--- src/byte_mixing_key_schedule_unit_assert.svh ---
// assertion macros for the byte mixing key schedule unit
// used by byte_mixing_key_schedule_unit.sv, no other dependencies
`ifndef BYTE_MIXING_KEY_SCHEDULE_UNIT_ASSERT_SVH
`define BYTE_MIXING_KEY_SCHEDULE_UNIT_ASSERT_SVH

// same-cycle implication
`define BMKS_ASSERT_NOW(label, clk, rst, ante, cons) \
   label: assert property (@(posedge clk) disable iff (rst) (ante) |-> (cons)) \
      else $error("bmks assertion failed: same cycle check");

// next-cycle implication
`define BMKS_ASSERT_NEXT(label, clk, rst, ante, cons) \
   label: assert property (@(posedge clk) disable iff (rst) (ante) |=> (cons)) \
      else $error("bmks assertion failed: next cycle check");

`endif

--- src/bmks_pkg.sv ---
// shared types, constants and mixing functions of the byte mixing key schedule
// no dependencies
package bmks_pkg;

   localparam int RSP_DEPTH = 2;

   localparam logic [7:0] MAP_PRE_MIX  = 8'h1B;
   localparam logic [7:0] MAP_ALG_ZERO = 8'h06;
   localparam logic [7:0] MAP_DOUBLE   = 8'h22;

   localparam logic [2:0] ALG_CHAIN      = 3'd0;
   localparam logic [2:0] ALG_INC        = 3'd1;
   localparam logic [2:0] ALG_SWAP       = 3'd2;
   localparam logic [2:0] ALG_SWAP_INC   = 3'd3;
   localparam logic [2:0] ALG_SWAP_CHAIN = 3'd4;
   localparam logic [2:0] ALG_ROT        = 3'd5;
   localparam logic [2:0] ALG_ROT_INC    = 3'd6;
   localparam logic [2:0] ALG_ROT_CHAIN  = 3'd7;

   typedef logic [3:0][7:0] sched_type;

   typedef enum logic [1:0] {
      STEP_NONE,
      STEP_PRE,
      STEP_MAIN,
      STEP_EXTRA
   } step_type;

   typedef struct packed {
      logic [15:0] seed;
      logic [15:0] nibble_select;
      logic [2:0]  alg_used;
      logic        last_of_run;
   } entry_type;

   // carry ripple from byte 3 down to byte 0
   function automatic sched_type carry_roll(sched_type s, logic [7:0] roll_init,
                                           logic carry_init);
      sched_type  r;
      logic [8:0] sum;
      logic [7:0] roll;
      logic       carry;
      r = s;
      roll = roll_init;
      carry = carry_init;
      for (int i = 3; i >= 0; i--) begin
         sum = {1'b0, roll} + {1'b0, s[i]} + {8'd0, carry};
         carry = sum[8];
         roll = sum[7:0];
         r[i] = roll;
      end
      return r;
   endfunction

   function automatic sched_type mix_chain(sched_type s, logic [7:0] map);
      logic [7:0] t;
      logic [8:0] sum;
      logic [8:0] sub;
      t = map ^ s[1];
      sum = {1'b0, t} + {1'b0, s[0]};
      sub = {1'b1, sum[7:0]} - {1'b0, s[2]} - {8'd0, ~sum[8]};
      return carry_roll(s, sub[7:0], sub[8]);
   endfunction

   function automatic sched_type mix_inc(sched_type s, logic [7:0] map);
      return carry_roll(s, map, 1'b1);
   endfunction

   function automatic sched_type mix_swap(sched_type s, logic [7:0] map);
      sched_type r;
      r[0] = s[3];
      r[1] = s[2];
      r[2] = s[1];
      r[3] = s[0] + map;
      return r;
   endfunction

   function automatic sched_type mix_rot(sched_type s, logic [7:0] map);
      sched_type  r;
      logic [7:0] t;
      t = {map[6:0], 1'b0} ^ 8'hFF;
      r[0] = t + s[0] - map;
      r[1] = s[3];
      r[2] = s[1];
      r[3] = s[2];
      return r;
   endfunction

   function automatic sched_type run_mix(logic [2:0] alg, logic [7:0] map, sched_type s);
      sched_type r;
      case (alg)
         ALG_CHAIN:      r = mix_chain(s, map);
         ALG_INC:        r = mix_inc(s, map);
         ALG_SWAP:       r = mix_swap(s, map);
         ALG_SWAP_INC:   r = mix_inc(mix_swap(s, map), map);
         ALG_SWAP_CHAIN: r = mix_chain(mix_swap(s, map), map);
         ALG_ROT:        r = mix_rot(s, map);
         ALG_ROT_INC:    r = mix_inc(mix_rot(s, map), map);
         default:        r = mix_chain(mix_rot(s, map), map);
      endcase
      return r;
   endfunction

endpackage

--- src/bmks_if.sv ---
// request and response channel interfaces of the byte mixing key schedule unit
// no dependencies
interface bmks_req_if;
   logic       valid;
   logic       ready;
   logic       restart;
   logic [7:0] map_number;

   modport source (output valid, output restart, output map_number, input ready);
   modport sink (input valid, input restart, input map_number, output ready);
endinterface

interface bmks_rsp_if;
   logic        valid;
   logic        ready;
   logic [15:0] seed;
   logic [15:0] nibble_select;
   logic [2:0]  alg_used;
   logic        last_of_run;

   modport source (output valid, output seed, output nibble_select, output alg_used,
                   output last_of_run, input ready);
   modport sink (input valid, input seed, input nibble_select, input alg_used,
                 input last_of_run, output ready);
endinterface

--- src/byte_mixing_key_schedule_unit.sv ---
// top level of the byte mixing key schedule unit
// depends on bmks_pkg, bmks_if and byte_mixing_key_schedule_unit_assert.svh
//
// usage:
//   req_ch carries one word per map item (restart, map_number); rsp_ch carries one
//   word per schedule entry (seed, nibble_select, alg_used, last_of_run).
//   csr_write_data is taken into the key register on any edge with csr_write_enable
//   outside reset. each accepted word runs one mixing step per cycle, while the
//   response queue has room, over the four state bytes: one step for most maps,
//   two for 0x1B (pre-mix, then main) and two for 0x22 (main entry, then the extra
//   entry). the first entry of a word enters the response queue on the edge that
//   accepts it, or for 0x1B after its pre-mix step, and can be taken by the
//   receiver at the following edge. throughput is one word per cycle while the
//   queue has room; for maps 0x1B and 0x22 the next word waits for the second step.
//   results wait in a RSP_DEPTH-entry response queue; req_ch.ready drops while
//   the queue is full or a second step is pending, so a stalled receiver holds
//   back new words without loss.
//   reset (synchronous, active high) clears the key, the state bytes, the queue
//   and the pending step. no clearing pass is needed.
`include "byte_mixing_key_schedule_unit_assert.svh"

module byte_mixing_key_schedule_unit #(
   parameter int RSP_DEPTH = bmks_pkg::RSP_DEPTH
) (
   input  logic               clock,
   input  logic               reset,
   bmks_req_if.sink           req_ch,
   bmks_rsp_if.source         rsp_ch,
   input  logic               csr_write_enable,
   input  logic [31:0]        csr_write_data
);

   localparam int PTR_W = (RSP_DEPTH > 1) ? $clog2(RSP_DEPTH) : 1;
   localparam int CNT_W = $clog2(RSP_DEPTH + 1);

   logic [31:0]             key_ff;
   bmks_pkg::sched_type     sched_ff, sched_in;
   bmks_pkg::step_type      pend_ff, pend_in;
   logic [7:0]              map_ff, map_in;
   bmks_pkg::entry_type     fifo_ff [RSP_DEPTH];
   logic [PTR_W-1:0]        wr_ptr_ff, wr_ptr_in;
   logic [PTR_W-1:0]        rd_ptr_ff, rd_ptr_in;
   logic [CNT_W-1:0]        count_ff, count_in;

   bmks_pkg::step_type      step;
   bmks_pkg::sched_type     src;
   bmks_pkg::sched_type     mixed;
   bmks_pkg::entry_type     entry;
   logic [7:0]              map_cur;
   logic [2:0]              alg;
   logic                    full;
   logic                    accept;
   logic                    push;
   logic                    pop;

   function automatic logic [PTR_W-1:0] ptr_next(logic [PTR_W-1:0] p);
      return (p == PTR_W'(RSP_DEPTH - 1)) ? '0 : p + PTR_W'(1);
   endfunction

   assign full = (count_ff == CNT_W'(RSP_DEPTH));
   assign req_ch.ready = (pend_ff == bmks_pkg::STEP_NONE) && !full;
   assign accept = req_ch.valid && req_ch.ready;
   assign rsp_ch.valid = (count_ff != '0);
   assign pop = rsp_ch.valid && rsp_ch.ready;

   assign rsp_ch.seed          = fifo_ff[rd_ptr_ff].seed;
   assign rsp_ch.nibble_select = fifo_ff[rd_ptr_ff].nibble_select;
   assign rsp_ch.alg_used      = fifo_ff[rd_ptr_ff].alg_used;
   assign rsp_ch.last_of_run   = fifo_ff[rd_ptr_ff].last_of_run;

   always_comb begin
      step = bmks_pkg::STEP_NONE;
      map_cur = map_ff;
      src = sched_ff;
      if (accept) begin
         map_cur = req_ch.map_number;
         if (req_ch.restart) begin
            src[0] = key_ff[31:24];
            src[1] = key_ff[23:16];
            src[2] = key_ff[15:8];
            src[3] = key_ff[7:0];
         end
         step = (req_ch.map_number == bmks_pkg::MAP_PRE_MIX) ? bmks_pkg::STEP_PRE
                                                            : bmks_pkg::STEP_MAIN;
      end else if (pend_ff != bmks_pkg::STEP_NONE && !full) begin
         step = pend_ff;
      end

      case (step)
         bmks_pkg::STEP_PRE: begin
            alg = bmks_pkg::ALG_ROT_INC;
         end
         bmks_pkg::STEP_MAIN: begin
            alg = (map_cur == bmks_pkg::MAP_ALG_ZERO) ? bmks_pkg::ALG_CHAIN
                                                     : src[map_cur[5:4]][4:2];
         end
         bmks_pkg::STEP_EXTRA: begin
            alg = bmks_pkg::ALG_SWAP_CHAIN;
         end
         default: begin
            alg = bmks_pkg::ALG_CHAIN;
         end
      endcase

      mixed = bmks_pkg::run_mix(alg, map_cur, src);

      entry.seed = {mixed[0], mixed[1]};
      entry.nibble_select = {mixed[3], mixed[2]};
      entry.alg_used = alg;
      entry.last_of_run = !(step == bmks_pkg::STEP_MAIN && map_cur == bmks_pkg::MAP_DOUBLE);
      push = (step == bmks_pkg::STEP_MAIN) || (step == bmks_pkg::STEP_EXTRA);

      case (step)
         bmks_pkg::STEP_NONE: begin
            pend_in = pend_ff;
         end
         bmks_pkg::STEP_PRE: begin
            pend_in = bmks_pkg::STEP_MAIN;
         end
         bmks_pkg::STEP_MAIN: begin
            pend_in = (map_cur == bmks_pkg::MAP_DOUBLE) ? bmks_pkg::STEP_EXTRA
                                                       : bmks_pkg::STEP_NONE;
         end
         default: begin
            pend_in = bmks_pkg::STEP_NONE;
         end
      endcase

      sched_in = (step != bmks_pkg::STEP_NONE) ? mixed : sched_ff;
      map_in = map_cur;

      wr_ptr_in = push ? ptr_next(wr_ptr_ff) : wr_ptr_ff;
      rd_ptr_in = pop ? ptr_next(rd_ptr_ff) : rd_ptr_ff;
      case ({push, pop})
         2'b10:   count_in = count_ff + CNT_W'(1);
         2'b01:   count_in = count_ff - CNT_W'(1);
         default: count_in = count_ff;
      endcase
   end

   always_ff @(posedge clock) begin
      if (reset) begin
         key_ff <= '0;
         sched_ff <= '0;
         pend_ff <= bmks_pkg::STEP_NONE;
         wr_ptr_ff <= '0;
         rd_ptr_ff <= '0;
         count_ff <= '0;
      end else begin
         if (csr_write_enable) begin
            key_ff <= csr_write_data;
         end
         sched_ff <= sched_in;
         pend_ff <= pend_in;
         wr_ptr_ff <= wr_ptr_in;
         rd_ptr_ff <= rd_ptr_in;
         count_ff <= count_in;
      end
   end

   always_ff @(posedge clock) begin
      map_ff <= map_in;
      if (push) begin
         fifo_ff[wr_ptr_ff] <= entry;
      end
   end

   `BMKS_ASSERT_NOW(a_no_push_when_full, clock, reset, push, count_ff != CNT_W'(RSP_DEPTH))
   `BMKS_ASSERT_NEXT(a_double_map_extra, clock, reset,
      accept && req_ch.map_number == bmks_pkg::MAP_DOUBLE, pend_ff == bmks_pkg::STEP_EXTRA)
   `BMKS_ASSERT_NEXT(a_pre_mix_then_main, clock, reset,
      accept && req_ch.map_number == bmks_pkg::MAP_PRE_MIX, pend_ff == bmks_pkg::STEP_MAIN)

endmodule
--- src/flat_wrapper.sv ---
// flat-port wrapper written by rule: the top's interface ports become plain ports
module byte_mixing_key_schedule_unit_flat 
#(
   parameter int RSP_DEPTH = bmks_pkg::RSP_DEPTH
)
  (clock, reset, csr_write_enable, csr_write_data, req_ch_valid, req_ch_restart, req_ch_map_number, req_ch_ready, rsp_ch_valid, rsp_ch_seed, rsp_ch_nibble_select, rsp_ch_alg_used, rsp_ch_last_of_run, rsp_ch_ready);
  bmks_req_if req_ch_i ();
  bmks_rsp_if rsp_ch_i ();
  input  logic clock;
  input  logic reset;
  input  logic csr_write_enable;
  input  logic [31:0] csr_write_data;
  input wire logic [$bits(req_ch_i.valid)-1:0] req_ch_valid;
  input wire logic [$bits(req_ch_i.restart)-1:0] req_ch_restart;
  input wire logic [$bits(req_ch_i.map_number)-1:0] req_ch_map_number;
  output wire logic [$bits(req_ch_i.ready)-1:0] req_ch_ready;
  output wire logic [$bits(rsp_ch_i.valid)-1:0] rsp_ch_valid;
  output wire logic [$bits(rsp_ch_i.seed)-1:0] rsp_ch_seed;
  output wire logic [$bits(rsp_ch_i.nibble_select)-1:0] rsp_ch_nibble_select;
  output wire logic [$bits(rsp_ch_i.alg_used)-1:0] rsp_ch_alg_used;
  output wire logic [$bits(rsp_ch_i.last_of_run)-1:0] rsp_ch_last_of_run;
  input wire logic [$bits(rsp_ch_i.ready)-1:0] rsp_ch_ready;
  assign req_ch_i.valid = req_ch_valid;
  assign req_ch_i.restart = req_ch_restart;
  assign req_ch_i.map_number = req_ch_map_number;
  assign req_ch_ready = req_ch_i.ready;
  assign rsp_ch_valid = rsp_ch_i.valid;
  assign rsp_ch_seed = rsp_ch_i.seed;
  assign rsp_ch_nibble_select = rsp_ch_i.nibble_select;
  assign rsp_ch_alg_used = rsp_ch_i.alg_used;
  assign rsp_ch_last_of_run = rsp_ch_i.last_of_run;
  assign rsp_ch_i.ready = rsp_ch_ready;
  byte_mixing_key_schedule_unit #(.RSP_DEPTH(RSP_DEPTH)) u_core (.clock(clock), .reset(reset), .req_ch(req_ch_i), .rsp_ch(rsp_ch_i), .csr_write_enable(csr_write_enable), .csr_write_data(csr_write_data));
endmodule
--- config.mk ---
export PLATFORM = sky130hd
export DESIGN_NAME = byte_mixing_key_schedule_unit_flat
export DESIGN_NICKNAME = d
export VERILOG_FILES = /design/src/bmks_pkg.sv /design/src/bmks_if.sv /design/src/byte_mixing_key_schedule_unit.sv /design/src/flat_wrapper.sv
export VERILOG_INCLUDE_DIRS = /design/src /design/src/src
export SDC_FILE = /design/constraint.sdc
export NUM_CORES = 1
export LEC_CHECK = 0
export ABC_AREA = 1
export BUFFER_PORTS_ARGS = -buffer_cell sky130_fd_sc_hd__buf_2
export CAP_MARGIN = 20
export CELL_PAD_IN_SITES_DETAIL_PLACEMENT = 0
export CELL_PAD_IN_SITES_GLOBAL_PLACEMENT = 1
export CORE_MARGIN = 3
export CORE_UTILIZATION = 40
export DETAILED_ROUTE_END_ITERATION = 8
export PLACE_DENSITY = 0.75
export SLEW_MARGIN = 20
export SYNTH_ARGS = -nofsm -noshare
export SYNTH_HDL_FRONTEND = slang
export SYNTH_SLANG_ARGS = --single-unit
--- constraint.sdc ---
create_clock -name clock -period 39.2 [get_ports clock]
set_clock_uncertainty 0.15 [all_clocks]
set_input_delay 3.92 -clock clock [delete_from_list [all_inputs] [get_ports clock]]
set_output_delay 3.92 -clock clock [all_outputs]
set_load 0.03 [all_outputs]
==> flow_metrics.py <==
metrics = {
    "sta": {
        "slew_headroom_pct": 30.1,
        "setup_tns_ps": 0,
        "period_share_pct": 43.8,
        "hold-worst-slack_ps": 317,
        "slew_violations": 0,
        "setup_viol": 0,
        "clock.fmax_mhz": 58.2,
        "worst_slew_pin_slew_ps": 1050,
        "layout_min_cycle_time_ps": 17170,
        "timing.final.ws_setup_ps": 22030,
        "rsz0062_at_grt": "no",
        "finalHoldViolCount": 0,
    },
    "clock_network": {
        "path_clk_slew_ps": 70,
        "cts-resized-gates": 0,
        "root_buffer": "clkbuf_16",
        "clkSinkCount": 151,
        "tritoncts": "yes",
        "ctsHtreeMaxLevel": 4,
        "cts_buffers": 17,
        "holdBufCountCts": 0,
        "post_cts_buffers": 0,
        "clk_latency_ps": 430,
        "cts.path.max_buffers": 2,
    },
    "synth": {
        "synth_enable_flop_cells": 72,
        "syn_area_per_cell_sq_um": 7.06,
        "syn_area_sq_um": 19400,
        "yosys_warnings": 0,
        "synth_fp_nets": 3089,
        "yosys.area.top_type": "ha_1",
        "synth_cells": 2744,
        "synth.distinct_cells": 49,
        "synthArstFlopShare_pct": 0,
        "yosysSeqAreaShare_pct": 19.3,
        "synth_top_cell_area_share_pct": 15.8,
        "synth.area.top_cells": "ha_1, edfxtp_1, nand2_1, dfxtp_1, inv_1",
        "synth-seq-cells": 151,
        "ys.flop_type": "dfxtp_1",
    },
    "drt": {
        "routed_wl_microns": 73300,
        "firstDrtPassIters": 5,
        "vias": 18600,
        "detailedRoute.firstIterationViolations": 1669,
        "vias_per_cell": 5.41,
        "drc": 0,
        "drtAntennaViolNets": 0,
        "routedWlPerCell_microns": 21.3,
    },
    "grt": {
        "grt_overflow": 0,
        "grt_pass1_wl_microns": 108000,
        "antenna_found_initial": 2,
        "grt_pass1_vias": 17200,
        "track_usage_pct": 28.2,
        "grt_max_degree": 99,
    },
    "setup_path": {
        "startpoint_type": "input port",
        "reg2reg_to": "u_core.fifo_ff[1][35]",
        "worstRegToRegCells": 61,
        "ff2ff_setup_slack_ps": 25080,
        "cp_slowest_cell": "and2_1",
        "max_stage_delay_ps": 660,
        "path_class": "input port to register",
        "path_max_fanout": 34,
        "cpMostUsedCell": "a21oi_1",
        "cp_data_required_time_ps": 39200,
        "r2r-start": "u_core.pend_ff[1]",
        "crit_path_end_kind": "register",
        "crit_arrival_ps": 17170,
    },
    "floorplan": {
        "initial_core_util_pct": 40.5,
        "core_sq_um": 47800,
        "io_pins": 84,
        "dieHeight_microns": 226,
        "row_count": 80,
        "die_x_microns": 226,
        "die_area_sq_um": 51100,
    },
    "layout": {
        "n_fill_cell": 4964,
        "synthToLayoutAreaGrowth_pct": 8.81,
        "mostFrequentLayoutCells": "nand2_1, inv_1, nor2_1",
        "drive_above_1_share_pct": 9.76,
        "layout.nets": 3149,
        "stdcell_area_sq_um": 21100,
        "final_common_cell": "nand2_1",
        "diodes": 0,
    },
    "outcome": {
        "run_status": "finished, final reports clean",
    },
    "placement": {
        "dp_slack_ps": 21730,
        "routabilityCongestion": 0.957,
        "dp_hpwl_microns": 56900,
        "place_area_sq_um": 20400,
        "io_buffers": 83,
    },
    "worst_hold_path": {
        "whs_path_depth": 1,
        "whs_endpoint": "u_core.rd_ptr_ff",
        "min_from": "u_core.rd_ptr_ff",
        "hold_class": "register to register",
    },
    "job": {
        "cap_violations": 0,
    },
}
## how the worst max path moves through the flow
stage	endpoint	depth (start not counted)	startpoint	slack (ps)
floorplan	u_core.fifo_ff[0][34]	57	req_ch_restart	23760
global placement	u_core.fifo_ff[0][35]	61	req_ch_valid	21970
detailed placement	u_core.fifo_ff[0][35]	61	req_ch_valid	21730
CTS	u_core.fifo_ff[1][35]	61	req_ch_valid	22130
global route	u_core.fifo_ff[1][35]	61	req_ch_valid	20950
finish	u_core.fifo_ff[1][35]	61	req_ch_valid	22030
## kinds of logic (layout without fill, tap and decap cells)
group                    count (synthesis)  after routing  share of synthesized area [%]
buffers and inverters                  488            561                           10.0
adder cells (fa/ha/maj)                299            299                           21.4
multiplexers                            36             36                           2.09
AND/OR/NAND/NOR                       1170           1170                           26.9
XOR/XNOR                               187            187                           8.45
AO/OA/AOI/OAI                          413            413                           11.8
flip-flops                             151            151                           19.3
## per-stage QoR
stage | cells | util (%)
6_report | 3432 | 44.1
4_1_cts | 3429 | 44.0
2_1_floorplan | 2744 | -
5_1_grt | 3432 | 44.1
3_5_place_dp | 3397 | 42.7
3_3_place_gp | 3397 | 42.7
## synth_stat cells, types with 3 or more instances
cell type  number
nand2_1       549
inv_1         402
nor2_1        287
ha_1          245
nand3_1       208
a21oi_1       185
o21ai_0       146
xor2_1        113
dfxtp_1        79
xnor2_1        74
edfxtp_1       72
fa_1           54
mux2_2         36
buf_2          33
nand3_2        31
o21bai_1       27
clkbuf_1       25
nand4_1        24
a21o_1         18
nand3b_1       14
nand2_2        13
and2_1         10
buf_4          10
a31oi_1         8
inv_2           8
nor2_4          8
nor3_1          7
o211ai_1        7
buf_1           5
o21ai_1         5
o21ai_2         5
or2_2           5
buf_6           4
nand2_4         4
a211o_1         3
## critical path, delay by kind of cell
family / cells / cell delay [ps]
fa+ha+maj: 11 / 4490
buf+inv: 5 / 650
compound gates: 23 / 4490
xor+xnor: 3 / 510
simple gates: 19 / 3080
## registers in the layout (all words and copies together), names as in the netlist, named ones only
register and flops:
u_core.fifo_ff 72, u_core.key_ff 32, u_core.sched_ff 32, u_core.map_ff 8, u_core.count_ff 2, u_core.pend_ff 2
u_core.rd_ptr_ff 1, u_core.wr_ptr_ff 1
## routing by layer
layer  up-vias  global-route usage (%)  routed length [microns]
li1       9045                       -                        -
met1      8780                    39.7                    33500
met2       631                    44.0                    31700
met3       124                    4.13                     5040
met4         0                    10.2                     3100
met5         -                       0                        0
## layout make-up
| cell class | count | area [sq um] | area share, % |
|---|---|---|---|
| Clock inverter | 15 | 176 | 0.837 |
| Multi-Input combinational cell | 2105 | 13700 | 65.0 |
| Inverter | 411 | 1550 | 7.33 |
| Tap cell | 615 | 769 | 3.65 |
| Sequential cell | 151 | 3740 | 17.8 |
| Timing Repair Buffer | 118 | 711 | 3.37 |
| Clock buffer | 17 | 425 | 2.02 |
Power is not shown: default switching activity piles up to over one toggle a cycle in this logic, so the estimate is an artifact.
